--- src/lss_pkg.sv ---
`default_nettype none

package lss_pkg;

    // Default sizing of the stack.
    localparam int LSS_DEPTH      = 16;
    localparam int LSS_DATA_WIDTH = 32;

    // Action codes carried in the input word.
    localparam logic [1:0] ACT_PUSH   = 2'd0;
    localparam logic [1:0] ACT_POP    = 2'd1;
    localparam logic [1:0] ACT_SEARCH = 2'd2;

    // Status codes carried in the result word.
    localparam logic [1:0] ST_OK        = 2'd0;
    localparam logic [1:0] ST_OVERFLOW  = 2'd1;
    localparam logic [1:0] ST_UNDERFLOW = 2'd2;

    // Input word.
    typedef struct packed {
        logic        [1:0]  action;
        logic signed [31:0] value;
    } lss_cmd_t;

    // Result word.
    typedef struct packed {
        logic signed [31:0] popped_value;
        logic               found;
        logic signed [31:0] top_value;
        logic        [4:0]  entry_count;
        logic               is_empty;
        logic               is_full;
        logic        [1:0]  status;
    } lss_rsp_t;

    // Controller states.
    typedef enum logic [2:0] {
        S_IDLE,
        S_EXEC,
        S_POP_WAIT,
        S_SEARCH,
        S_RESP
    } lss_state_t;

    // Commands from the controller to the datapath.
    typedef struct packed {
        logic take_cmd;
        logic exec;
        logic top_load;
        logic search_run;
        logic res_load;
    } lss_ctl_t;

    // Status from the datapath to the controller.
    typedef struct packed {
        logic [1:0] action;
        logic       pop_refill;
        logic       search_done;
        logic       out_free;
    } lss_sts_t;

endpackage

`default_nettype wire

--- src/lss_ctrl.sv ---
`default_nettype none

module lss_ctrl
    import lss_pkg::*;
(
    input  wire logic     clk,
    input  wire logic     rst_n,
    input  wire logic     cmd_valid,
    output logic          cmd_stall,
    input  wire lss_sts_t sts,
    output lss_ctl_t      ctl
);

    lss_state_t state_reg;
    lss_state_t state_next;

    // State register.
    always_ff @(posedge clk or negedge rst_n)
    begin
        if (!rst_n)
        begin
            state_reg <= S_IDLE;
        end
        else
        begin
            state_reg <= state_next;
        end
    end

    // Next-state logic.
    always_comb
    begin
        state_next = state_reg;
        unique case (state_reg)
            S_IDLE:
            begin
                if (cmd_valid)
                begin
                    state_next = S_EXEC;
                end
            end
            S_EXEC:
            begin
                if (sts.action == ACT_SEARCH)
                begin
                    state_next = S_SEARCH;
                end
                else if (sts.pop_refill)
                begin
                    state_next = S_POP_WAIT;
                end
                else
                begin
                    state_next = S_RESP;
                end
            end
            S_POP_WAIT:
            begin
                state_next = S_RESP;
            end
            S_SEARCH:
            begin
                if (sts.search_done)
                begin
                    state_next = S_RESP;
                end
            end
            S_RESP:
            begin
                if (sts.out_free)
                begin
                    state_next = S_IDLE;
                end
            end
            default:
            begin
                state_next = S_IDLE;
            end
        endcase
    end

    // Output decode.
    always_comb
    begin
        ctl       = '0;
        cmd_stall = 1'b1;
        unique case (state_reg)
            S_IDLE:
            begin
                cmd_stall    = 1'b0;
                ctl.take_cmd = cmd_valid;
            end
            S_EXEC:
            begin
                ctl.exec = 1'b1;
            end
            S_POP_WAIT:
            begin
                ctl.top_load = 1'b1;
            end
            S_SEARCH:
            begin
                ctl.search_run = 1'b1;
            end
            S_RESP:
            begin
                ctl.res_load = sts.out_free;
            end
            default:
            begin
                ctl = '0;
            end
        endcase
    end

endmodule

`default_nettype wire

--- src/lss_dp.sv ---
`default_nettype none

module lss_dp
    import lss_pkg::*;
#(
    parameter int DEPTH      = LSS_DEPTH,
    parameter int DATA_WIDTH = LSS_DATA_WIDTH
)
(
    input  wire logic     clk,
    input  wire logic     rst_n,
    input  wire lss_cmd_t cmd,
    input  wire lss_ctl_t ctl,
    output lss_sts_t      sts,
    output logic          rsp_valid,
    input  wire logic     rsp_stall,
    output lss_rsp_t      rsp
);

    localparam int AW = (DEPTH > 1) ? $clog2(DEPTH) : 1;
    localparam int CW = $clog2(DEPTH + 1);

    // Stack storage: slot 0 is the bottom.
    logic [DATA_WIDTH-1:0] mem [DEPTH];

    lss_cmd_t              cmd_reg;
    logic [CW-1:0]         fill_reg;
    logic [CW-1:0]         idx_reg;
    logic                  cmp_valid_reg;
    logic [DATA_WIDTH-1:0] top_reg;
    logic [DATA_WIDTH-1:0] popped_reg;
    logic [DATA_WIDTH-1:0] rd_data_reg;
    logic                  found_reg;
    logic [1:0]            status_reg;
    logic                  out_valid_reg;
    lss_rsp_t              out_reg;

    logic [DATA_WIDTH-1:0] key;
    logic [31:0]           top32;
    logic [31:0]           popped32;
    logic [4:0]            count5;
    logic [CW-1:0]         fill_less2;
    logic                  is_full;
    logic                  is_empty;
    logic                  more;
    logic                  hit;
    logic                  wr_en;
    logic                  rd_en;
    logic [AW-1:0]         rd_addr;
    logic                  out_free;

    // Width fitting between the 32-bit fields and the stored width.
    generate
        if (DATA_WIDTH <= 32)
        begin : g_narrow
            assign key = cmd_reg.value[DATA_WIDTH-1:0];
            if (DATA_WIDTH == 32)
            begin : g_eq
                assign top32    = top_reg;
                assign popped32 = popped_reg;
            end
            else
            begin : g_ext
                assign top32    = {{(32-DATA_WIDTH){1'b0}}, top_reg};
                assign popped32 = {{(32-DATA_WIDTH){1'b0}}, popped_reg};
            end
        end
        else
        begin : g_wide
            assign key      = {{(DATA_WIDTH-32){1'b0}}, cmd_reg.value};
            assign top32    = top_reg[31:0];
            assign popped32 = popped_reg[31:0];
        end

        if (CW >= 5)
        begin : g_cnt_trunc
            assign count5 = fill_reg[4:0];
        end
        else
        begin : g_cnt_ext
            assign count5 = {{(5-CW){1'b0}}, fill_reg};
        end
    endgenerate

    // Stack flags and search progress.
    assign is_full    = (fill_reg == CW'(DEPTH));
    assign is_empty   = (fill_reg == '0);
    assign fill_less2 = fill_reg - CW'(2);
    assign more       = (idx_reg < fill_reg);
    assign hit        = cmp_valid_reg && (rd_data_reg == key);
    assign out_free   = !out_valid_reg || !rsp_stall;

    // Memory port control.
    assign wr_en   = ctl.exec && (cmd_reg.action == ACT_PUSH) && !is_full;
    assign rd_en   = (ctl.exec && sts.pop_refill) || (ctl.search_run && more);
    assign rd_addr = ctl.exec ? fill_less2[AW-1:0] : idx_reg[AW-1:0];

    // Status toward the controller.
    always_comb
    begin
        sts.action      = cmd_reg.action;
        sts.pop_refill  = (cmd_reg.action == ACT_POP) && (fill_reg >= CW'(2));
        sts.search_done = hit || (!more && !cmp_valid_reg);
        sts.out_free    = out_free;
    end

    // Memory write port.
    always_ff @(posedge clk)
    begin
        if (wr_en)
        begin
            mem[fill_reg[AW-1:0]] <= key;
        end
    end

    // Memory read port, registered.
    always_ff @(posedge clk)
    begin
        if (rd_en)
        begin
            rd_data_reg <= mem[rd_addr];
        end
    end

    // Input word capture.
    always_ff @(posedge clk)
    begin
        if (ctl.take_cmd)
        begin
            cmd_reg <= cmd;
        end
    end

    // Fill level and search pipeline control.
    always_ff @(posedge clk or negedge rst_n)
    begin
        if (!rst_n)
        begin
            fill_reg      <= '0;
            cmp_valid_reg <= 1'b0;
        end
        else if (ctl.exec)
        begin
            cmp_valid_reg <= 1'b0;
            unique case (cmd_reg.action)
                ACT_PUSH:
                begin
                    if (!is_full)
                    begin
                        fill_reg <= fill_reg + CW'(1);
                    end
                end
                ACT_POP:
                begin
                    if (!is_empty)
                    begin
                        fill_reg <= fill_reg - CW'(1);
                    end
                end
                default:
                begin
                    fill_reg <= fill_reg;
                end
            endcase
        end
        else if (ctl.search_run)
        begin
            cmp_valid_reg <= more;
        end
    end

    // Top copy, result fields and search index.
    always_ff @(posedge clk)
    begin
        if (ctl.exec)
        begin
            popped_reg <= '0;
            found_reg  <= 1'b0;
            status_reg <= ST_OK;
            idx_reg    <= '0;
            unique case (cmd_reg.action)
                ACT_PUSH:
                begin
                    if (is_full)
                    begin
                        status_reg <= ST_OVERFLOW;
                    end
                    else
                    begin
                        top_reg <= key;
                    end
                end
                ACT_POP:
                begin
                    if (is_empty)
                    begin
                        status_reg <= ST_UNDERFLOW;
                    end
                    else
                    begin
                        popped_reg <= top_reg;
                    end
                end
                default:
                begin
                    status_reg <= ST_OK;
                end
            endcase
        end
        else if (ctl.top_load)
        begin
            top_reg <= rd_data_reg;
        end
        else if (ctl.search_run)
        begin
            if (more)
            begin
                idx_reg <= idx_reg + CW'(1);
            end
            if (hit)
            begin
                found_reg <= 1'b1;
            end
        end
    end

    // Output register valid flag.
    always_ff @(posedge clk or negedge rst_n)
    begin
        if (!rst_n)
        begin
            out_valid_reg <= 1'b0;
        end
        else if (ctl.res_load)
        begin
            out_valid_reg <= 1'b1;
        end
        else if (!rsp_stall)
        begin
            out_valid_reg <= 1'b0;
        end
    end

    // Output register word.
    always_ff @(posedge clk)
    begin
        if (ctl.res_load)
        begin
            out_reg.popped_value <= popped32;
            out_reg.found        <= found_reg;
            out_reg.top_value    <= is_empty ? '0 : top32;
            out_reg.entry_count  <= count5;
            out_reg.is_empty     <= is_empty;
            out_reg.is_full      <= is_full;
            out_reg.status       <= status_reg;
        end
    end

    assign rsp_valid = out_valid_reg;
    assign rsp       = out_reg;

endmodule

`default_nettype wire

--- src/lifo_stack_with_search.sv ---
// Push, pop from an empty or single-entry stack and idle codes pass the states S_EXEC and
// S_RESP; a pop that leaves entries adds S_POP_WAIT to refill the top copy. A search
// reads one stored entry per cycle through the single memory read port until a match or
// the last entry. No new input word is taken until the result of the last one is queued.
// Reset clears the fill level and the handshake state; stored entries are not cleared.
`default_nettype none

module lifo_stack_with_search
    import lss_pkg::*;
#(
    parameter int DEPTH      = LSS_DEPTH,
    parameter int DATA_WIDTH = LSS_DATA_WIDTH
)
(
    input  wire logic     clk,
    input  wire logic     rst_n,
    input  wire logic     cmd_valid,
    output logic          cmd_stall,
    input  wire lss_cmd_t cmd,
    output logic          rsp_valid,
    input  wire logic     rsp_stall,
    output lss_rsp_t      rsp
);

    lss_ctl_t ctl;
    lss_sts_t sts;

    // Sequencer.
    lss_ctrl u_ctrl (
        .clk       (clk),
        .rst_n     (rst_n),
        .cmd_valid (cmd_valid),
        .cmd_stall (cmd_stall),
        .sts       (sts),
        .ctl       (ctl)
    );

    // Storage, search compare and output register.
    lss_dp #(
        .DEPTH      (DEPTH),
        .DATA_WIDTH (DATA_WIDTH)
    ) u_dp (
        .clk       (clk),
        .rst_n     (rst_n),
        .cmd       (cmd),
        .ctl       (ctl),
        .sts       (sts),
        .rsp_valid (rsp_valid),
        .rsp_stall (rsp_stall),
        .rsp       (rsp)
    );

`ifndef ASSERT_OFF
    // A taken word blocks further input until its result is queued.
    a_stall_after_take: assert property (@(posedge clk) disable iff (!rst_n)
        (cmd_valid && !cmd_stall) |=> cmd_stall)
        else $error("input taken while an earlier word was in progress");

    // An empty stack reports no top entry and a zero count.
    a_empty_fields: assert property (@(posedge clk) disable iff (!rst_n)
        (rsp_valid && rsp.is_empty) |-> (rsp.top_value == '0 && rsp.entry_count == '0
            && !rsp.is_full))
        else $error("empty stack reported with a top entry or count");

    // Overflow is only reported against a full stack.
    a_overflow_full: assert property (@(posedge clk) disable iff (!rst_n)
        (rsp_valid && rsp.status == ST_OVERFLOW) |-> rsp.is_full)
        else $error("overflow reported on a stack that is not full");

    // Underflow is only reported against an empty stack and pops nothing.
    a_underflow_empty: assert property (@(posedge clk) disable iff (!rst_n)
        (rsp_valid && rsp.status == ST_UNDERFLOW) |-> (rsp.is_empty && rsp.popped_value == '0))
        else $error("underflow reported on a stack that holds entries");
`endif

endmodule

`default_nettype wire
--- config.mk ---
export PLATFORM = sky130hd
export DESIGN_NAME = lifo_stack_with_search
export DESIGN_NICKNAME = d
export VERILOG_FILES = /design/src/lss_pkg.sv /design/src/lss_ctrl.sv /design/src/lss_dp.sv /design/src/lifo_stack_with_search.sv
export SDC_FILE = /design/constraint.sdc
export NUM_CORES = 1
export LEC_CHECK = 0
export BUFFER_PORTS_ARGS = -buffer_cell sky130_fd_sc_hd__buf_4
export CORE_ASPECT_RATIO = 1.2
export CORE_MARGIN = 5
export CORE_UTILIZATION = 65
export DETAILED_ROUTE_END_ITERATION = 8
export HOLD_SLACK_MARGIN = 0.03
export PLACE_DENSITY = 0.83
export RECOVER_POWER = 100
export REMOVE_ABC_BUFFERS = 1
export SYNTH_ARGS = -nofsm -noshare
export SYNTH_HDL_FRONTEND = slang
export SYNTH_SLANG_ARGS = --single-unit
--- constraint.sdc ---
create_clock -name clk -period 9.2 [get_ports clk]
set_clock_uncertainty 0.15 [all_clocks]
set_input_delay 0.46 -clock clk [delete_from_list [all_inputs] [get_ports clk]]
set_output_delay 0.46 -clock clk [all_outputs]
set_load 0.02 [all_outputs]
==> key figures <==
Outcome
  – Status: finished, violations left
  – Failing checks: capacitance limit, slew limit

Worst hold path
  – Hold Path Class: in -> async

Timing
  – Hold WS: 261 ps
  – Final min period: 6910 ps
  – Final setup violation count: 0
  – Pins Over Slew Limit: 949
  – Fin. Hold Viols: 0
  – RSZ-0062 raised after global routing: no
  – Max Clk Rate: 0.145 GHz
  – Max-slew headroom: -1.94
  – Worst slew pin tran: 4400 ps
  – Fin crit share: 0.751

Placed design
  – RD Place Congestion: 0.813
  – IO Port Bufs: 113
  – DP HPWL: 34700 um

Routing
  – Wirelength per Cell: 27.0 um
  – Vias per cell: 6.79
  – Pre-antenna DRT Iters: 6
  – Vias: 18.1k
  – Initial drt markers: 2648
  – # DRC: 0
  – Total Wirelength: 72100 um
  – Antenna violation net count after detailed routing: 0

Die
  – Die H: 243 um
  – I/O pins: 114
  – Die Width: 204 um
  – Core box area: 0.0449 mm2
  – # rows: 85
  – Initial Util: 0.657
  – Die area: 0.0498 mm2

Finish
  – Fillers: 2603
  – Max reg flops: 512
  – Multi-input combinational cell area: 0.00705 mm2
  – Register area: 0.0219 mm2
  – Nets: 2059
  – Layout area overhead: 12.3%
  – # diodes: 0
  – Share of layout cells above drive strength 1: 0.101

Power
  – Leak pwr: 11.0 nW
  – IR drop worst, VDD: 450 uV
  – Pwr Density: 321 mW/mm2
  – Total Power: 10.7 mW

Global routing
  – Largest net degree at the start of global routing: 193
  – Initial antenna violation count: 1
  – Vias in the first global route: 18.3k
  – Final global-route overflow total: 0
  – Tot GR Track Use: 0.286
  – First-pass GRT wire length: 108000 um

CTS
  – Total CTS buffers: 69
  – # H-tree levels: 3
  – Sink Count: 734
  – Setup Buffers After CTS: 0
  – Root Buffer: clkbuf_16
  – Max clock buf depth: 3
  – Clk slew on worst S/H paths: 60 ps
  – Clock insertion delay at the later pin of the skew report: 610 ps
  – CTS tree: built

Worst setup path
  – Worst reg2reg setup slack: 2290 ps
  – Worst Path Class, Setup: reg -> reg
  – Crit start category: flip-flop
  – CP Capture Type: flip-flop
  – Worst Path Required: 9380 ps
  – CP arrival: 7090 ps
  – Critical Path Fanout Max: 41

Synthesis
  – EDFF count, synth: 718
  – Post-synthesis register bit count: 734
  – Synth top cells by count: 718 x edfxtp_1, 235 x nand2_1, 194 x o211ai_1, 111 x clkbuf_1, 98 x a211oi_1
  – FFs w/ async S/R, synth: 0.0136
  – Post-synthesis sequential area ratio: 0.743
  – Most used DFF post-synth: edfxtp_1
  – Post-synthesis area per instance: 15.5 um2
  – Share of the synthesized area in the top cell type: 0.731
  – Area leader, netlist: edfxtp_1
  – Synth Cell Area: 0.0295 mm2
  – Post-Syn Instances: 1904
  – Library cells used by synthesis: 58
  – Most common cell in the netlist: edfxtp_1
  – Synth area leaders: edfxtp_1 73%, o211ai_1 4.9%, nand2_1 3.0%
  – Warning count from the yosys run: 0

Flow run
  – MaxCap Viol Count: 26
==> worst paths after layout <==
check,from,endpoint,depth (start not counted)
worst min register to register,u_dp.popped32[0],u_dp.rsp[42],0
max in group asynchronous,rst_n,u_dp.rsp_valid,2
min in group clk,u_dp.popped32[0],u_dp.rsp[42],0
worst min-delay path,rst_n,u_dp.cmp_valid_reg,2
worst max register to register,u_ctrl.state_reg[0],u_dp.rd_data_reg[31],8
worst max-delay path,u_ctrl.state_reg[0],u_dp.rd_data_reg[31],8
==> repair_timing <==
| action | CTS | global route |
|---|---|---|
| resized for setup | 0 | 0 |
| hold buffers | 36 | 0 |
| hold endpoints to repair | 45 | 0 |
==> stage by stage <==
| stage | cells | setup slack (ps) | area (um2) | setup TNS (ps) | utilization |
|---|---|---|---|---|---|
| finish | 2672 | 2290 | 33100 | 0 | 0.738 |
| global route | 2672 | 2370 | 33100 | 0 | 0.738 |
| CTS | 2672 | 4790 | 33600 | 0 | 0.748 |
| detailed placement | 2513 | 4830 | 31000 | 0 | 0.690 |
| global placement | 2513 | 4960 | 31000 | 0 | 0.690 |
| floorplan | 1757 | -6010 | 28900 | -192080 | - |
==> power breakdown <==
| part | switching (mW) | total (mW) | internal, mW |
|---|---|---|---|
| combinational | 2.10 | 3.13 | 1.03 |
| sequential | 0.333 | 4.70 | 4.36 |
| clock | 1.20 | 2.83 | 1.63 |
==> kinds of logic (layout without fill, tap and decap cells) <==
family                     Yosys count  count (layout)  share of synthesized area
DFF                                734             734                      0.743
adders and majority gates           10              10                    0.00450
AOI/OAI and AO/OA                  448             448                      0.111
muxes                              101             101                     0.0393
buffers and inverters              160             319                     0.0227
and+or+nand+nor                    407             407                     0.0656
xor gates and xnor gates            44              44                     0.0131
==> cell usage in the layout (no fill, tap or decap), types with 32 or more instances in the layout <==
master	instances
a2111o_1	33
o22ai_1	32
dlygate4sd3_1	36
edfxtp_1	718
a21oi_1	72
mux2i_1	66
o211ai_1	194
clkbuf_4	34
or4_1	32
nand2_1	235
a211oi_1	98
clkbuf_1	109
nor2b_1	36
clkbuf_16	72
==> routing by layer <==
layer	vias to the layer above	track usage	wire length [um]
met5	-	0	0
met4	0	0.153	3720
met2	1351	0.462	35000
met3	291	0.0620	8380
li1	7683	-	-
met1	8811	0.367	24900
==> critical path: stages, from the launching register on <==
cell and delay (ps):
dfrtp_1 560, or3b_2 560, clkbuf_1 1130, a32oi_2 600
clkbuf_1 1810, nor2_2 380, buf_4 470, a2111o_1 450
or4_1 490
==> final cells by class <==
| type | count | area share |
|---|---|---|
| inverter | 13 | 0.00170 |
| clock buffer | 81 | 0.0554 |
| tap | 609 | 0.0230 |
| sequential | 734 | 0.662 |
| multi-input combinational | 1010 | 0.213 |
| clock inverter | 42 | 0.0122 |
| timing repair buffer | 183 | 0.0332 |
Power figures use the tool's default switching activity.
